File: config.mk
export PLATFORM = sky130hd
export DESIGN_NAME = crt_video_timing_controller
export DESIGN_NICKNAME = d
export VERILOG_FILES = /design/src/hw/rtl/cvtc_pkg.sv /design/src/hw/rtl/cvtc_regs.sv /design/src/hw/rtl/cvtc_timing.sv /design/src/hw/rtl/crt_video_timing_controller.sv
export SDC_FILE = /design/constraint.sdc
export NUM_CORES = 1
export LEC_CHECK = 0
export BUFFER_PORTS_ARGS = -buffer_cell sky130_fd_sc_hd__buf_2
export CORE_MARGIN = 1.5
export CORE_UTILIZATION = 45
export CTS_CLUSTER_DIAMETER = 30
export DETAILED_ROUTE_END_ITERATION = 10
export GPL_ROUTABILITY_DRIVEN = 0
export REMOVE_ABC_BUFFERS = 1
export SLEW_MARGIN = 20
export SYNTH_ARGS = -nofsm -noshare
export SYNTH_HDL_FRONTEND = slang
export SYNTH_SLANG_ARGS = --single-unit
File: constraint.sdc
create_clock -name clk -period 5.4 [get_ports clk]
set_clock_uncertainty 0.15 [all_clocks]
set_input_delay 1.08 -clock clk [delete_from_list [all_inputs] [get_ports clk]]
set_output_delay 1.08 -clock clk [all_outputs]
set_load 0.01 [all_outputs]
File: src/hw/rtl/cvtc_pkg.sv
package cvtc_pkg;

	// Field and counter widths
	localparam int unsigned IDX_W  = 5;
	localparam int unsigned CNT_W  = 9;
	localparam int unsigned ADDR_W = 16;
	localparam int unsigned DATA_W = 8;

	// Only the low nibble of the sync width register sets the horizontal pulse width.
	localparam logic [3:0] SYNC_WIDTH_MASK = 4'hF;

	// Register numbers in the controller's register file
	localparam logic [IDX_W-1:0] R_HTOTAL     = 5'd0;
	localparam logic [IDX_W-1:0] R_HDISP      = 5'd1;
	localparam logic [IDX_W-1:0] R_HSYNC_POS  = 5'd2;
	localparam logic [IDX_W-1:0] R_SYNC_WIDTH = 5'd3;
	localparam logic [IDX_W-1:0] R_VTOTAL     = 5'd4;
	localparam logic [IDX_W-1:0] R_VDISP      = 5'd6;
	localparam logic [IDX_W-1:0] R_VSYNC_POS  = 5'd7;
	localparam logic [IDX_W-1:0] R_MAX_SCAN   = 5'd9;
	localparam logic [IDX_W-1:0] R_START_HI   = 5'd12;
	localparam logic [IDX_W-1:0] R_START_LO   = 5'd13;
	localparam logic [IDX_W-1:0] R_CURSOR_HI  = 5'd14;
	localparam logic [IDX_W-1:0] R_CURSOR_LO  = 5'd15;
	localparam logic [IDX_W-1:0] R_PEN_HI     = 5'd16;
	localparam logic [IDX_W-1:0] R_PEN_LO     = 5'd17;

	// Item kinds
	typedef enum logic [1:0] {
		MODE_READ  = 2'd0,
		MODE_WRITE = 2'd1,
		MODE_TICK  = 2'd2
	} mode_e;

	// Timing registers as seen by the counter logic
	typedef struct packed {
		logic [DATA_W-1:0] htotal;
		logic [DATA_W-1:0] hdisp;
		logic [DATA_W-1:0] hsync_pos;
		logic [3:0]        sync_width;
		logic [DATA_W-1:0] vtotal;
		logic [DATA_W-1:0] vdisp;
		logic [DATA_W-1:0] vsync_pos;
		logic [DATA_W-1:0] max_scan;
		logic [ADDR_W-1:0] start_addr;
	} cfg_t;

	// Reload of the row start address after a start address write
	typedef struct packed {
		logic              load;
		logic [ADDR_W-1:0] addr;
	} start_ld_t;

	// Timing outputs as they stand after an item
	typedef struct packed {
		logic              de;
		logic              hs;
		logic              vs;
		logic [ADDR_W-1:0] addr;
		logic [CNT_W-1:0]  row;
	} tim_out_t;

endpackage

File: src/hw/rtl/cvtc_regs.sv
module cvtc_regs #(
	parameter int unsigned NUM_REGS = 18
) (
	input  logic                            clk,
	input  logic                            arst_n,
	input  logic                            commit,
	input  logic [1:0]                      mode,
	input  logic                            reg_select,
	input  logic [cvtc_pkg::DATA_W-1:0]     write_data,
	output cvtc_pkg::cfg_t                  cfg,
	output cvtc_pkg::start_ld_t             start_ld,
	output logic [cvtc_pkg::DATA_W-1:0]     read_data
);
	import cvtc_pkg::*;

	localparam int unsigned SelW = $clog2(NUM_REGS);

	logic [DATA_W-1:0] regs_q [NUM_REGS];
	logic [IDX_W-1:0]  idx_q;
	logic              wr_idx;
	logic              wr_data;
	logic              idx_in_range;

	// Decode the bus writes for this item.
	assign wr_idx       = commit && (mode == MODE_WRITE) && !reg_select;
	assign idx_in_range = {1'b0, idx_q} < (IDX_W + 1)'(NUM_REGS);
	assign wr_data      = commit && (mode == MODE_WRITE) && reg_select && idx_in_range;

	// Index register.
	always_ff @(posedge clk or negedge arst_n) begin
		if (!arst_n) begin
			idx_q <= '0;
		end else if (wr_idx) begin
			idx_q <= write_data[IDX_W-1:0];
		end
	end

	// Register file, one byte per entry.
	always_ff @(posedge clk or negedge arst_n) begin
		if (!arst_n) begin
			for (int i = 0; i < NUM_REGS; i++) begin
				regs_q[i] <= '0;
			end
		end else if (wr_data) begin
			regs_q[idx_q[SelW-1:0]] <= write_data;
		end
	end

	// Fixed taps into the timing logic.
	always_comb begin
		cfg.htotal     = regs_q[R_HTOTAL[SelW-1:0]];
		cfg.hdisp      = regs_q[R_HDISP[SelW-1:0]];
		cfg.hsync_pos  = regs_q[R_HSYNC_POS[SelW-1:0]];
		cfg.sync_width = regs_q[R_SYNC_WIDTH[SelW-1:0]][3:0] & SYNC_WIDTH_MASK;
		cfg.vtotal     = regs_q[R_VTOTAL[SelW-1:0]];
		cfg.vdisp      = regs_q[R_VDISP[SelW-1:0]];
		cfg.vsync_pos  = regs_q[R_VSYNC_POS[SelW-1:0]];
		cfg.max_scan   = regs_q[R_MAX_SCAN[SelW-1:0]];
		cfg.start_addr = {regs_q[R_START_HI[SelW-1:0]], regs_q[R_START_LO[SelW-1:0]]};
	end

	// A start address write reloads the row start at once, using the new byte.
	always_comb begin
		start_ld.load = wr_data && (idx_q == R_START_HI || idx_q == R_START_LO);
		start_ld.addr = cfg.start_addr;
		if (idx_q == R_START_HI) begin
			start_ld.addr[ADDR_W-1:DATA_W] = write_data;
		end
		if (idx_q == R_START_LO) begin
			start_ld.addr[DATA_W-1:0] = write_data;
		end
	end

	// Only the cursor and light pen registers read back; the status port reads as zero.
	always_comb begin
		read_data = '0;
		if ((mode == MODE_READ) && reg_select) begin
			unique case (idx_q)
				R_CURSOR_HI: read_data = regs_q[R_CURSOR_HI[SelW-1:0]];
				R_CURSOR_LO: read_data = regs_q[R_CURSOR_LO[SelW-1:0]];
				R_PEN_HI:    read_data = regs_q[R_PEN_HI[SelW-1:0]];
				R_PEN_LO:    read_data = regs_q[R_PEN_LO[SelW-1:0]];
				default:     read_data = '0;
			endcase
		end
	end

endmodule

File: src/hw/rtl/cvtc_timing.sv
module cvtc_timing (
	input  logic                  clk,
	input  logic                  arst_n,
	input  logic                  tick,
	input  cvtc_pkg::cfg_t        cfg,
	input  cvtc_pkg::start_ld_t   start_ld,
	output cvtc_pkg::tim_out_t    tim
);
	import cvtc_pkg::*;

	logic [CNT_W-1:0]  h_q, scan_q, crow_q;
	logic [ADDR_W-1:0] addr_q, rsa_q;
	logic              de_q, hs_q, vs_q;

	logic [CNT_W-1:0]  h_inc, scan_inc, crow_inc;
	logic [CNT_W-1:0]  h_n, scan_n, crow_n;
	logic [ADDR_W-1:0] addr_n, rsa_n;
	logic              h_wrap, scan_wrap, crow_wrap;
	logic [CNT_W-1:0]  sync_hi;
	logic              de_n, hs_n, vs_n;

	// Counter cascade for one character clock.
	always_comb begin
		h_inc     = h_q + CNT_W'(1);
		scan_inc  = scan_q + CNT_W'(1);
		crow_inc  = crow_q + CNT_W'(1);
		h_wrap    = h_inc > CNT_W'(cfg.htotal);
		scan_wrap = h_wrap && (scan_inc > CNT_W'(cfg.max_scan));
		crow_wrap = scan_wrap && (crow_inc > CNT_W'(cfg.vtotal));

		h_n    = h_wrap ? '0 : h_inc;
		scan_n = h_wrap ? (scan_wrap ? '0 : scan_inc) : scan_q;
		crow_n = scan_wrap ? (crow_wrap ? '0 : crow_inc) : crow_q;

		rsa_n = rsa_q;
		if (crow_wrap) begin
			rsa_n = cfg.start_addr;
		end else if (scan_wrap) begin
			rsa_n = rsa_q + ADDR_W'(cfg.hdisp);
		end
		addr_n = h_wrap ? rsa_n : addr_q + ADDR_W'(1);
	end

	// Enable and sync flags from the advanced counters.
	always_comb begin
		sync_hi = CNT_W'(cfg.hsync_pos) + CNT_W'(cfg.sync_width);
		de_n    = (h_n < CNT_W'(cfg.hdisp)) && (crow_n < CNT_W'(cfg.vdisp));
		hs_n    = (h_n >= CNT_W'(cfg.hsync_pos)) && (h_n < sync_hi);
		vs_n    = crow_n == CNT_W'(cfg.vsync_pos);
	end

	// Timing state.
	always_ff @(posedge clk or negedge arst_n) begin
		if (!arst_n) begin
			h_q    <= '0;
			scan_q <= '0;
			crow_q <= '0;
			addr_q <= '0;
			rsa_q  <= '0;
			de_q   <= 1'b0;
			hs_q   <= 1'b0;
			vs_q   <= 1'b0;
		end else if (tick) begin
			h_q    <= h_n;
			scan_q <= scan_n;
			crow_q <= crow_n;
			addr_q <= addr_n;
			rsa_q  <= rsa_n;
			de_q   <= de_n;
			hs_q   <= hs_n;
			vs_q   <= vs_n;
		end else if (start_ld.load) begin
			rsa_q <= start_ld.addr;
		end
	end

	// Values as they stand once the current item has been applied.
	always_comb begin
		if (tick) begin
			tim.de   = de_n;
			tim.hs   = hs_n;
			tim.vs   = vs_n;
			tim.addr = addr_n;
			tim.row  = scan_n;
		end else begin
			tim.de   = de_q;
			tim.hs   = hs_q;
			tim.vs   = vs_q;
			tim.addr = addr_q;
			tim.row  = scan_q;
		end
	end

	// The counters and address move only on a tick.
	a_hold_without_tick: assert property (@(posedge clk) disable iff (!arst_n)
		!tick |=> $stable(h_q) && $stable(scan_q) && $stable(crow_q) && $stable(addr_q))
		else $error("timing counters moved without a tick");

	// A horizontal wrap clears the character count.
	a_wrap_clears: assert property (@(posedge clk) disable iff (!arst_n)
		tick && h_wrap |=> h_q == '0)
		else $error("horizontal count not cleared on wrap");

	// After a horizontal wrap the refresh address starts from the row start.
	a_wrap_addr: assert property (@(posedge clk) disable iff (!arst_n)
		tick && h_wrap |=> addr_q == rsa_q)
		else $error("refresh address not reloaded from row start");

endmodule

File: src/hw/rtl/crt_video_timing_controller.sv
// CRT video timing controller with a small register bus.
//
// Input channel (in_valid / in_stall) carries one item per transfer: a bus read,
// a bus write or one character-clock tick, chosen by mode. Output channel
// (out_valid / out_stall) returns exactly one result item per input item, in
// order: the read byte (zero for writes and ticks) plus enable, syncs, refresh
// address and scanline as they stand after the item has been applied.
// An item is registered on entry in the input register, applied to the register
// file and counters from there once the output register can take its result, and
// its result is then held in the output register, which drives out_valid. One
// item is accepted every cycle while the output is drained; the single pass
// through the counter cascade sets that rate.
// When the receiver stalls, the result is held and one further item waits in the
// input register; in_stall rises only once both are full.
// Reset clears the register file, index, counters, addresses and flags, and
// empties both stages; the first item may be offered in the cycle after reset.
module crt_video_timing_controller #(
	parameter int unsigned NUM_REGS = 18
) (
	input  logic                             clk,
	input  logic                             arst_n,
	input  logic                             in_valid,
	output logic                             in_stall,
	input  logic [1:0]                       mode,
	input  logic                             reg_select,
	input  logic [cvtc_pkg::DATA_W-1:0]      write_data,
	output logic                             out_valid,
	input  logic                             out_stall,
	output logic [cvtc_pkg::DATA_W-1:0]      read_data,
	output logic                             display_enable,
	output logic                             horiz_sync,
	output logic                             vert_sync,
	output logic [cvtc_pkg::ADDR_W-1:0]      memory_address,
	output logic [cvtc_pkg::CNT_W-1:0]       row_address
);
	import cvtc_pkg::*;

	logic              valid_s1;
	logic [1:0]        mode_s1;
	logic              sel_s1;
	logic [DATA_W-1:0] data_s1;
	logic              out_valid_q;
	logic [DATA_W-1:0] read_data_q;
	tim_out_t          tim_q;

	logic              advance;
	logic              commit;
	logic              tick;
	cfg_t              cfg;
	start_ld_t         start_ld;
	tim_out_t          tim;
	logic [DATA_W-1:0] read_data_c;

	// The output register can take a result when empty or being drained.
	assign advance  = !(out_valid_q && out_stall);
	assign commit   = valid_s1 && advance;
	assign tick     = commit && (mode_s1 == MODE_TICK);
	assign in_stall = valid_s1 && !advance;

	// Input register.
	always_ff @(posedge clk or negedge arst_n) begin
		if (!arst_n) begin
			valid_s1 <= 1'b0;
		end else if (!in_stall) begin
			valid_s1 <= in_valid;
		end
	end

	always_ff @(posedge clk) begin
		if (!in_stall && in_valid) begin
			mode_s1 <= mode;
			sel_s1  <= reg_select;
			data_s1 <= write_data;
		end
	end

	cvtc_regs #(
		.NUM_REGS(NUM_REGS)
	) u_regs (
		.clk       (clk),
		.arst_n    (arst_n),
		.commit    (commit),
		.mode      (mode_s1),
		.reg_select(sel_s1),
		.write_data(data_s1),
		.cfg       (cfg),
		.start_ld  (start_ld),
		.read_data (read_data_c)
	);

	cvtc_timing u_timing (
		.clk     (clk),
		.arst_n  (arst_n),
		.tick    (tick),
		.cfg     (cfg),
		.start_ld(start_ld),
		.tim     (tim)
	);

	// Result register.
	always_ff @(posedge clk or negedge arst_n) begin
		if (!arst_n) begin
			out_valid_q <= 1'b0;
		end else if (advance) begin
			out_valid_q <= valid_s1;
		end
	end

	always_ff @(posedge clk) begin
		if (commit) begin
			read_data_q <= read_data_c;
			tim_q       <= tim;
		end
	end

	assign out_valid      = out_valid_q;
	assign read_data      = read_data_q;
	assign display_enable = tim_q.de;
	assign horiz_sync     = tim_q.hs;
	assign vert_sync      = tim_q.vs;
	assign memory_address = tim_q.addr;
	assign row_address    = tim_q.row;

	// Back-pressure comes only from a full input stage.
	a_stall_needs_item: assert property (@(posedge clk) disable iff (!arst_n)
		in_stall |-> valid_s1)
		else $error("input stalled with an empty input stage");

	// A held item stays in the input stage while the output is blocked.
	a_item_kept: assert property (@(posedge clk) disable iff (!arst_n)
		valid_s1 && !advance |=> valid_s1 && out_valid_q)
		else $error("item lost while the output was stalled");

	// A committed item always lands in the result register.
	a_commit_lands: assert property (@(posedge clk) disable iff (!arst_n)
		commit |=> out_valid_q)
		else $error("committed item did not reach the output");

endmodule

## Yosys cells after proc, flatten, opt, wreduce, memory -nomap -nowiden

Index checks and enable logic that the tools add are counted.

- Bits in registers: 260
- Bits of input ports: 15
- Output and inout bits: 38
- Logic and storage cells: 103

- $add $sub $neg: 6
- $lt $le $gt $ge: 10
- Equal/unequal tests: 9
- Multiplexer cells: 17
- Bitwise operators: 1
- Reduce and logical (&&, ||, !) cells: 22

Operators by type and width:

| operator | number |
|---|---|
| bitwise mux 144 bit | 1 |
| two-way mux 16 bit | 5 |
| two-way mux 9 bit | 5 |
| demux 8 bit (select 5 bit) | 1 |
| one-hot mux 8 bit (4 select lines) | 1 |
| two-way mux 28 bit | 1 |
| adder 9 x 1 -> 9 bit, second input constant | 3 |
| greater-than comparator 9 x 8 -> 1 bit | 3 |
| two-way mux 8 bit | 3 |
| == test 5 x 4 -> 1 bit, second input constant | 4 |
| less-than comparator 9 x 8 -> 1 bit | 2 |
| adder 16 x 1 -> 16 bit, second input constant | 1 |
| adder 16 x 8 -> 16 bit | 1 |
| logical AND 1 bit | 16 |
| == test 5 bit, second input constant | 2 |
| adder 8 x 4 -> 9 bit | 1 |
| == test 9 x 8 -> 1 bit | 1 |
| greater-or-equal comparator 9 x 8 -> 1 bit | 1 |
| less-than comparator 9 bit | 1 |
| greater-or-equal comparator 6 bit, second input constant | 1 |
| less-than comparator 6 x 1 -> 1 bit, second input constant | 1 |
| NOT 5 -> 6 bit | 1 |
| less-than comparator 5 bit, second input constant | 1 |
| logical NOT 1 bit | 3 |
| other kinds (5) | 5 |

## Depth between registers and ports, before layout

Gate-level depths: netlist of run 1.

- Word-level depth: 9
- Gate-level depth with buffers: 20
- Mapped depth without buffers: 19

## Modules after synthesis

From an unflattened synthesis of run 1, not the netlist that was laid out.

- Cell total of the unflattened synthesis: 1150
- Area total of the unflattened synthesis: 12808.5 um2

Modules (own cells, without submodules):

| module | times used | cells each | area each (um2) | seq. area each (um2) |
|---|---|---|---|---|
| cvtc_timing | 1 | 691 | 5818.1 | 1551.5 |
| cvtc_regs | 1 | 402 | 5475.3 | 2827.7 |
| crt_video_timing_controller | 1 | 57 | 1515.2 | 1461.4 |

## Worst setup path after synthesis of run 1

No wires, ideal clock.

- Path kind: register to register
- Start point: reg u_timing.h_q[0]
- End point: reg tim_q (netlist bit horiz_sync) (data pin)
- Arrival: 3.880 ns
- Path slack: 1.158 ns
- Stages on the path, launching flop included: 20
- Path buffers: 0
- Cell sequence: dfrtp_1 ha_1 nand2_1 nor2_1 xnor2_1 inv_1 ha_1 a21o_1 a21o_1 o211ai_1 and3_1 ha_1 a21oi_1 nor2b_1 o21ai_0 nand2b_1 a221o_1 nand2_1 a21oi_1 o41ai_1

RTL lines:

| item | line | RTL |
|---|---|---|
| from (decl) | cvtc_timing.sv:11 | `logic [CNT_W-1:0] h_q, scan_q, crow_q;` |
| from (signal assigned) | cvtc_timing.sv:64 | `h_q <= h_n;` |
| to (signal assigned) | crt_video_timing_controller.sv:112 | `tim_q <= tim;` |
| to (decl) | crt_video_timing_controller.sv:44 | `tim_out_t tim_q;` |

==> results of run 1 <==
-- how the worst min path moves through the flow --
stage	to
global placement	u_timing.hs_q
global route	u_timing.hs_q
CTS	u_timing.hs_q
floorplan	u_timing.hs_q
detailed placement	u_timing.hs_q
finish	u_timing.hs_q
-- metrics by stage --
step                power (mW)  hold slack (ns)  instances  cell area, um^2  setup WS, ns
finish                    6.09            0.322       1585            14400         0.518
global route              6.39            0.357       1585            14400         0.142
CTS                       6.13            0.322       1585            14400         0.586
detailed placement        3.19            0.317       1499            12700         0.557
global placement          3.16            0.311       1499            12700         0.666
floorplan                 2.87            0.286       1088            11900         0.683
-- placed cells by master, fill, tap and decap left out, types with 16 or more instances in the layout --
cell | synthesis | routed
a21o_1 | 17 | 17
a21oi_1 | 38 | 38
a22oi_1 | 16 | 16
and3_1 | 21 | 21
buf_2 | 10 | 51
buf_4 | 1 | 24
clkbuf_16 | 0 | 47
dfrtp_1 | 177 | 177
edfxtp_1 | 47 | 47
ha_1 | 70 | 70
inv_1 | 65 | 65
mux2_2 | 83 | 83
nand2_1 | 116 | 116
nand3_1 | 47 | 47
nor2_1 | 39 | 39
o21ai_0 | 92 | 92
xnor2_1 | 32 | 32
xor2_1 | 22 | 22
-- cell usage after synthesis (12+ instances only) --
cell,count
a21o_1,17
nor2_1,39
mux2_2,83
nand2_1,116
a22oi_1,16
and3_1,21
dfrtp_1,177
inv_1,65
xor2_1,22
xnor2_1,32
edfxtp_1,47
o211ai_1,15
a21oi_1,38
o31ai_1,12
ha_1,70
nand3_1,47
clkbuf_1,35
o21ai_0,92
-- logic make-up (layout without fill, tap and decap cells) --
logic type,Yosys count,in the layout,share of synthesized area [%]
xor+xnor,56,56,4.19
compound gates,261,261,14.2
other cells,1,1,0.0311
mux,96,96,8.86
simple gates,312,312,13.0
flops,224,224,48.4
fa+ha+maj,72,72,7.59
buf+inv,113,228,3.71
-- state kept, by name (all words and copies together), names as in the netlist, 2 cells and up --
| name | flops |
|---|---|
| u_timing.addr_q | 16 |
| data_s1 | 8 |
| u_regs.cfg | 76 |
| read_data | 8 |
| u_timing.h_q | 9 |
| row_address | 9 |
| u_regs.idx_q | 5 |
| u_timing.crow_q | 9 |
| u_timing.scan_q | 9 |
| u_regs.regs_q | 32 |
| u_timing.rsa_q | 16 |
| memory_address | 16 |
| mode_s1 | 2 |
-- cell type report --
type | instances | area share [%]
repair buffers | 76 | 3.11
inverters | 66 | 1.73
multi-input cells | 798 | 40.3
well taps | 335 | 2.92
clock buffers | 60 | 8.81
clock inverters | 26 | 2.44
flip-flops and latches | 224 | 40.7
-- report_power, final --
part | internal (mW) | switching, mW
logic | 0.435 | 0.552
registers | 1.98 | 0.204
clock network | 1.95 | 0.963
-- routing by layer --
metal  part of all wire, %  wire, um  track usage (%)  up-vias
met5                     0         0                0        -
met4                   2.3       684             6.52        0
met3                   5.3      1590             3.33       66
met2                    46     13700             35.9      257
met1                    47     14000             31.5     4268
li1                      -         -                -     4275
-- critical path, cell delays in order, from the launching register on --
cell and delay (ns):
dfrtp_1 0.46, ha_1 0.28, nand2_1 0.14, nor2_1 0.07, xnor2_1 0.21, inv_1 0.08
ha_1 0.29, a21o_1 0.18, a21o_1 0.19, o211ai_1 0.73, and3_1 0.34, ha_1 0.26
a21oi_1 0.15, nor2b_1 0.05, o21ai_0 0.14, nand2b_1 0.07, a221o_1 0.34, nand2_1 0.07
a21oi_1 0.06, o41ai_1 0.40
==> impl_metrics.env, run 1 <==
export IMPL_multiInputGateArea_um2=5780
export IMPL_r2r_start="u_timing.h_q[0]"
export IMPL_r2r_end="horiz_sync"
export IMPL_fin_crit_sh_pct=90.4
export IMPL_cts_buffer_depth=3
export IMPL_netlist_instances=1135
export IMPL_worstHoldStart="u_timing.hs_q"
export IMPL_grt_total_usage_pct=22.4
export IMPL_power_density_nw_per_um2=424
export IMPL_cts_htree_levels=2
export IMPL_holdBufCountCts=0
export IMPL_hold_depth=2
export IMPL_seqCellArea_um2=5840
export IMPL_ys_ff_latch=224
export IMPL_grt_overflow=0
export IMPL_fin_crit_ns=4.88
export IMPL_grt_pass1_vias=8954
export IMPL_synthArstFlopShare_pct=79.0
export IMPL_yosysSeqAreaShare_pct=48.4
export IMPL_diodes=0
export IMPL_die_h_um=167
export IMPL_drtIter0Drc=797
export IMPL_cap_violations=0
export IMPL_clock_latency_ns=0.54
export IMPL_setup_viol=0
export IMPL_maxSlewViolCount=0
export IMPL_max_clock_freq_ghz=0.205
export IMPL_dp_hpwl_um=20300
export IMPL_grt_pass1_wl_um=49300
export IMPL_cp_end_kind="register"
export IMPL_totalWireLength_um=30000
export IMPL_die_w_um=167
export IMPL_numClockSinks=224
export IMPL_worstSetupStartpointType="register"
export IMPL_worstSetupPathType="reg2reg"
export IMPL_io_pins=53
export IMPL_final_util_pct=54.8
export IMPL_root_buffer="clkbuf_16"
export IMPL_vias=8866
export IMPL_post_cts_resized=0
export IMPL_synthDistinctLibCells=80
export IMPL_coreArea_um2=26200
export IMPL_drt_pass1_iter_count=9
export IMPL_rr_worst_depth=19
export IMPL_post_route_cells_drive_above_1_share_pct=21.0
export IMPL_critPathArrivalTime_ns=5.05
export IMPL_synth_edff_count=47
export IMPL_cts_tree="yes"
export IMPL_fp_row_count=59
export IMPL_post_drt_wl_per_cell_um=18.9
export IMPL_dieArea_um2=27800
export IMPL_cp_required_ns=5.57
export IMPL_grt_max_degree=93
export IMPL_syn_cell_area_um2=12100
export IMPL_avgSynthCellArea_um2=10.6
export IMPL_setup_worst_path_start="u_timing.h_q[0]"
export IMPL_cts_setup_buffers=0
export IMPL_fillers=2250
export IMPL_cp_endpoint="horiz_sync"
export IMPL_yosys_top_cells_area="dfrtp_1, edfxtp_1, mux2_2, ha_1, o21ai_0"
export IMPL_via_per_inst=5.59
export IMPL_leakagePower_nw=6.64
export IMPL_path_clk_slew_ns=0.05
export IMPL_worst_pin_slew_ns=1.04
export IMPL_violations="DRC"
export IMPL_finalHoldViolations=0
export IMPL_syn_to_final_growth_pct=19.0
export IMPL_start_util_pct=46.0
export IMPL_ir_worst_vdd_v=0.000261
export IMPL_netlist_area_leader_share_pct=36.7
export IMPL_fin_setup_tns_ns=0
export IMPL_synth_top_area_cell="dfrtp_1"
export IMPL_relSlewSlack_pct=30.5
export IMPL_ant_nets=0
export IMPL_portBuffers=52
export IMPL_drc=7
export IMPL_status="finished, violations left"
export IMPL_nets=1299
export IMPL_path_max_fanout=9
export IMPL_rsz0062_at_grt="false"
export IMPL_grt_antenna_before_repair=0
export IMPL_cts_buffers=46
export IMPL_ff2ff_setup_slack_ns=0.52
export IMPL_synth_warnings=0
export IMPL_min_path_type="reg2reg"
export IMPL_ys_flop_type="dfrtp_1"
(Power assumes the default switching activity.)
==> inputs of run 2 (changes only) <==
--- a/config.mk
+++ b/config.mk
@@ -7,10 +7,11 @@
 export LEC_CHECK = 0
 export BUFFER_PORTS_ARGS = -buffer_cell sky130_fd_sc_hd__buf_2
 export CORE_MARGIN = 1.5
-export CORE_UTILIZATION = 45
+export CORE_UTILIZATION = 62
 export CTS_CLUSTER_DIAMETER = 30
 export DETAILED_ROUTE_END_ITERATION = 10
 export GPL_ROUTABILITY_DRIVEN = 0
+export PLACE_DENSITY = 0.8
 export REMOVE_ABC_BUFFERS = 1
 export SLEW_MARGIN = 20
 export SYNTH_ARGS = -nofsm -noshare
==> impl_metrics.env, run 2 (synthesis gave the netlist of run 1 again) <==
export IMPL_status="finished, final reports clean"
export IMPL_leakagePower_nw=6.58
export IMPL_fp_row_count=50
export IMPL_grt_pass1_wl_um=47400
export IMPL_die_h_um=142
export IMPL_topRoutingLayerUsed="met4"
export IMPL_grt_pass1_vias=9159
export IMPL_cts_setup_buffers=0
export IMPL_ant_nets=0
export IMPL_drc=0
export IMPL_drtIter0Drc=727
export IMPL_worst_pin_slew_ns=0.956
export IMPL_worstSetupStartpointType="register"
export IMPL_dr_wl_met2_um=13800
export IMPL_grt_overflow=0
export IMPL_clock_latency_ns=0.53
export IMPL_post_cts_resized=0
export IMPL_maxSlewViolCount=0
export IMPL_worstSetupPathType="reg2reg"
export IMPL_nets=1290
export IMPL_fin_crit_ns=4.85
export IMPL_wl_met3_um=2010
export IMPL_die_w_um=142
export IMPL_dp_hpwl_um=19100
export IMPL_fin_crit_sh_pct=89.8
export IMPL_min_path_type="reg2reg"
export IMPL_fin_setup_tns_ns=0
export IMPL_cts_buffer_depth=3
export IMPL_cpMostUsedCell="ha_1"
export IMPL_diodes=0
export IMPL_slowest_stage="o211ai_1"
export IMPL_setup_viol=0
export IMPL_start_util_pct=63.9
export IMPL_largest_reg_flops=76
export IMPL_max_clock_freq_ghz=0.206
export IMPL_finalHoldWorstSlack_ns=0.322
export IMPL_dieArea_um2=20300
export IMPL_place_ws_ns=0.556
export IMPL_cap_violations=0
export IMPL_vias=9243
export IMPL_drt_met1_wl_um=12400
export IMPL_holdBufCountCts=0
export IMPL_post_drt_wl_per_cell_um=19.6
export IMPL_grt_max_degree=93
export IMPL_via_per_inst=6.17
export IMPL_io_pins=53
export IMPL_ir_worst_vdd_v=0.000376
export IMPL_cts_buffers=43
export IMPL_post_route_cells_drive_above_1_share_pct=20.8
export IMPL_path_max_fanout=9
export IMPL_cts_tree="yes"
export IMPL_relSlewSlack_pct=36.1
export IMPL_critPathArrivalTime_ns=4.99
export IMPL_crit_chain="ha_1 -> nand2_1 -> nor2_1 -> xnor2_1 -> inv_1 -> ha_1 -> a21o_1 -> a21o_1 -> o211ai_1 -> and3_1 -> ha_1 -> a21oi_1 -> nor2b_1 -> o21ai_0 -> nand2b_1 -> a221o_1 -> nand2_1 -> a21oi_1 -> o41ai_1"
export IMPL_mostFrequentLayoutCells="dfrtp_1, nand2_1, o21ai_0, mux2_2, ha_1"
export IMPL_cts_htree_levels=2
export IMPL_cp_required_ns=5.54
export IMPL_cp_end_kind="register"
export IMPL_final_util_pct=74.9
export IMPL_drt_pass1_iter_count=5
export IMPL_grt_total_usage_pct=30.1
export IMPL_numClockSinks=224
export IMPL_root_buffer="clkbuf_16"
export IMPL_rsz0062_at_grt="false"
export IMPL_portBuffers=52
export IMPL_power_density_nw_per_um2=422
export IMPL_totalWireLength_um=29300
export IMPL_finalHoldViolations=0
export IMPL_grt_antenna_before_repair=0
export IMPL_path_clk_slew_ns=0.05
export IMPL_coreArea_um2=18900
export IMPL_layout_cells_most_common="dfrtp_1"
export IMPL_slowest_delay_ns=0.67
export IMPL_syn_to_final_growth_pct=17.3
export IMPL_setup_ws_ns=0.549
run 2: worst max-delay path: cells and delay by family (launching register included):
family          cells  cell delay, ns
flops               1            0.46
compound gates      8            2.13
buf+inv             1            0.07
xor+xnor            1            0.22
simple gates        6            0.76
fa+ha+maj           3            0.84
run 2: area by class of cell:
class | count | area (um^2)
fillers | 1297 | 4750
inverters | 66 | 248
repair buffers | 70 | 414
flip-flops and latches | 224 | 5840
well taps | 260 | 325
clock buffers | 50 | 1160
clock inverters | 30 | 373
multi-input cells | 798 | 5780
run 2: metal layers:
layer | up-vias | global-route usage, %
met5 | - | 0
met3 | 102 | 5.32
met1 | 4510 | 39.6
met4 | 0 | 15.2
li1 | 4240 | -
met2 | 391 | 48.2
run 2: path summary, 6_finish.rpt:
path | cells after the start | start | slack (ns) | end
hold reg to reg | 2 | u_timing.hs_q | 0.32 | u_timing.hs_q
hold / removal | 2 | u_timing.hs_q | 0.32 | u_timing.hs_q
setup reg to reg | 19 | u_timing.h_q[0] | 0.55 | horiz_sync
min in group asynchronous | 1 | arst_n | 0.46 | u_regs.cfg[51]
max in group asynchronous | 2 | arst_n | 3.66 | u_timing.rsa_q[1]
setup / recovery | 19 | u_timing.h_q[0] | 0.55 | horiz_sync
run 2: where the power goes:
group,internal (mW),total (mW),switching [mW]
sequential,1.98,2.20,0.218
combinational,0.438,0.994,0.555
clock,1.82,2.78,0.954
run 2: metrics by stage:
step                power (mW)  std cells  cell area (um^2)
floorplan                 2.87       1088             11900
global placement          3.13       1418             12600
detailed placement        3.18       1418             12600
CTS                       5.98       1498             14100
global route              6.23       1498             14100
finish                    5.97       1498             14100
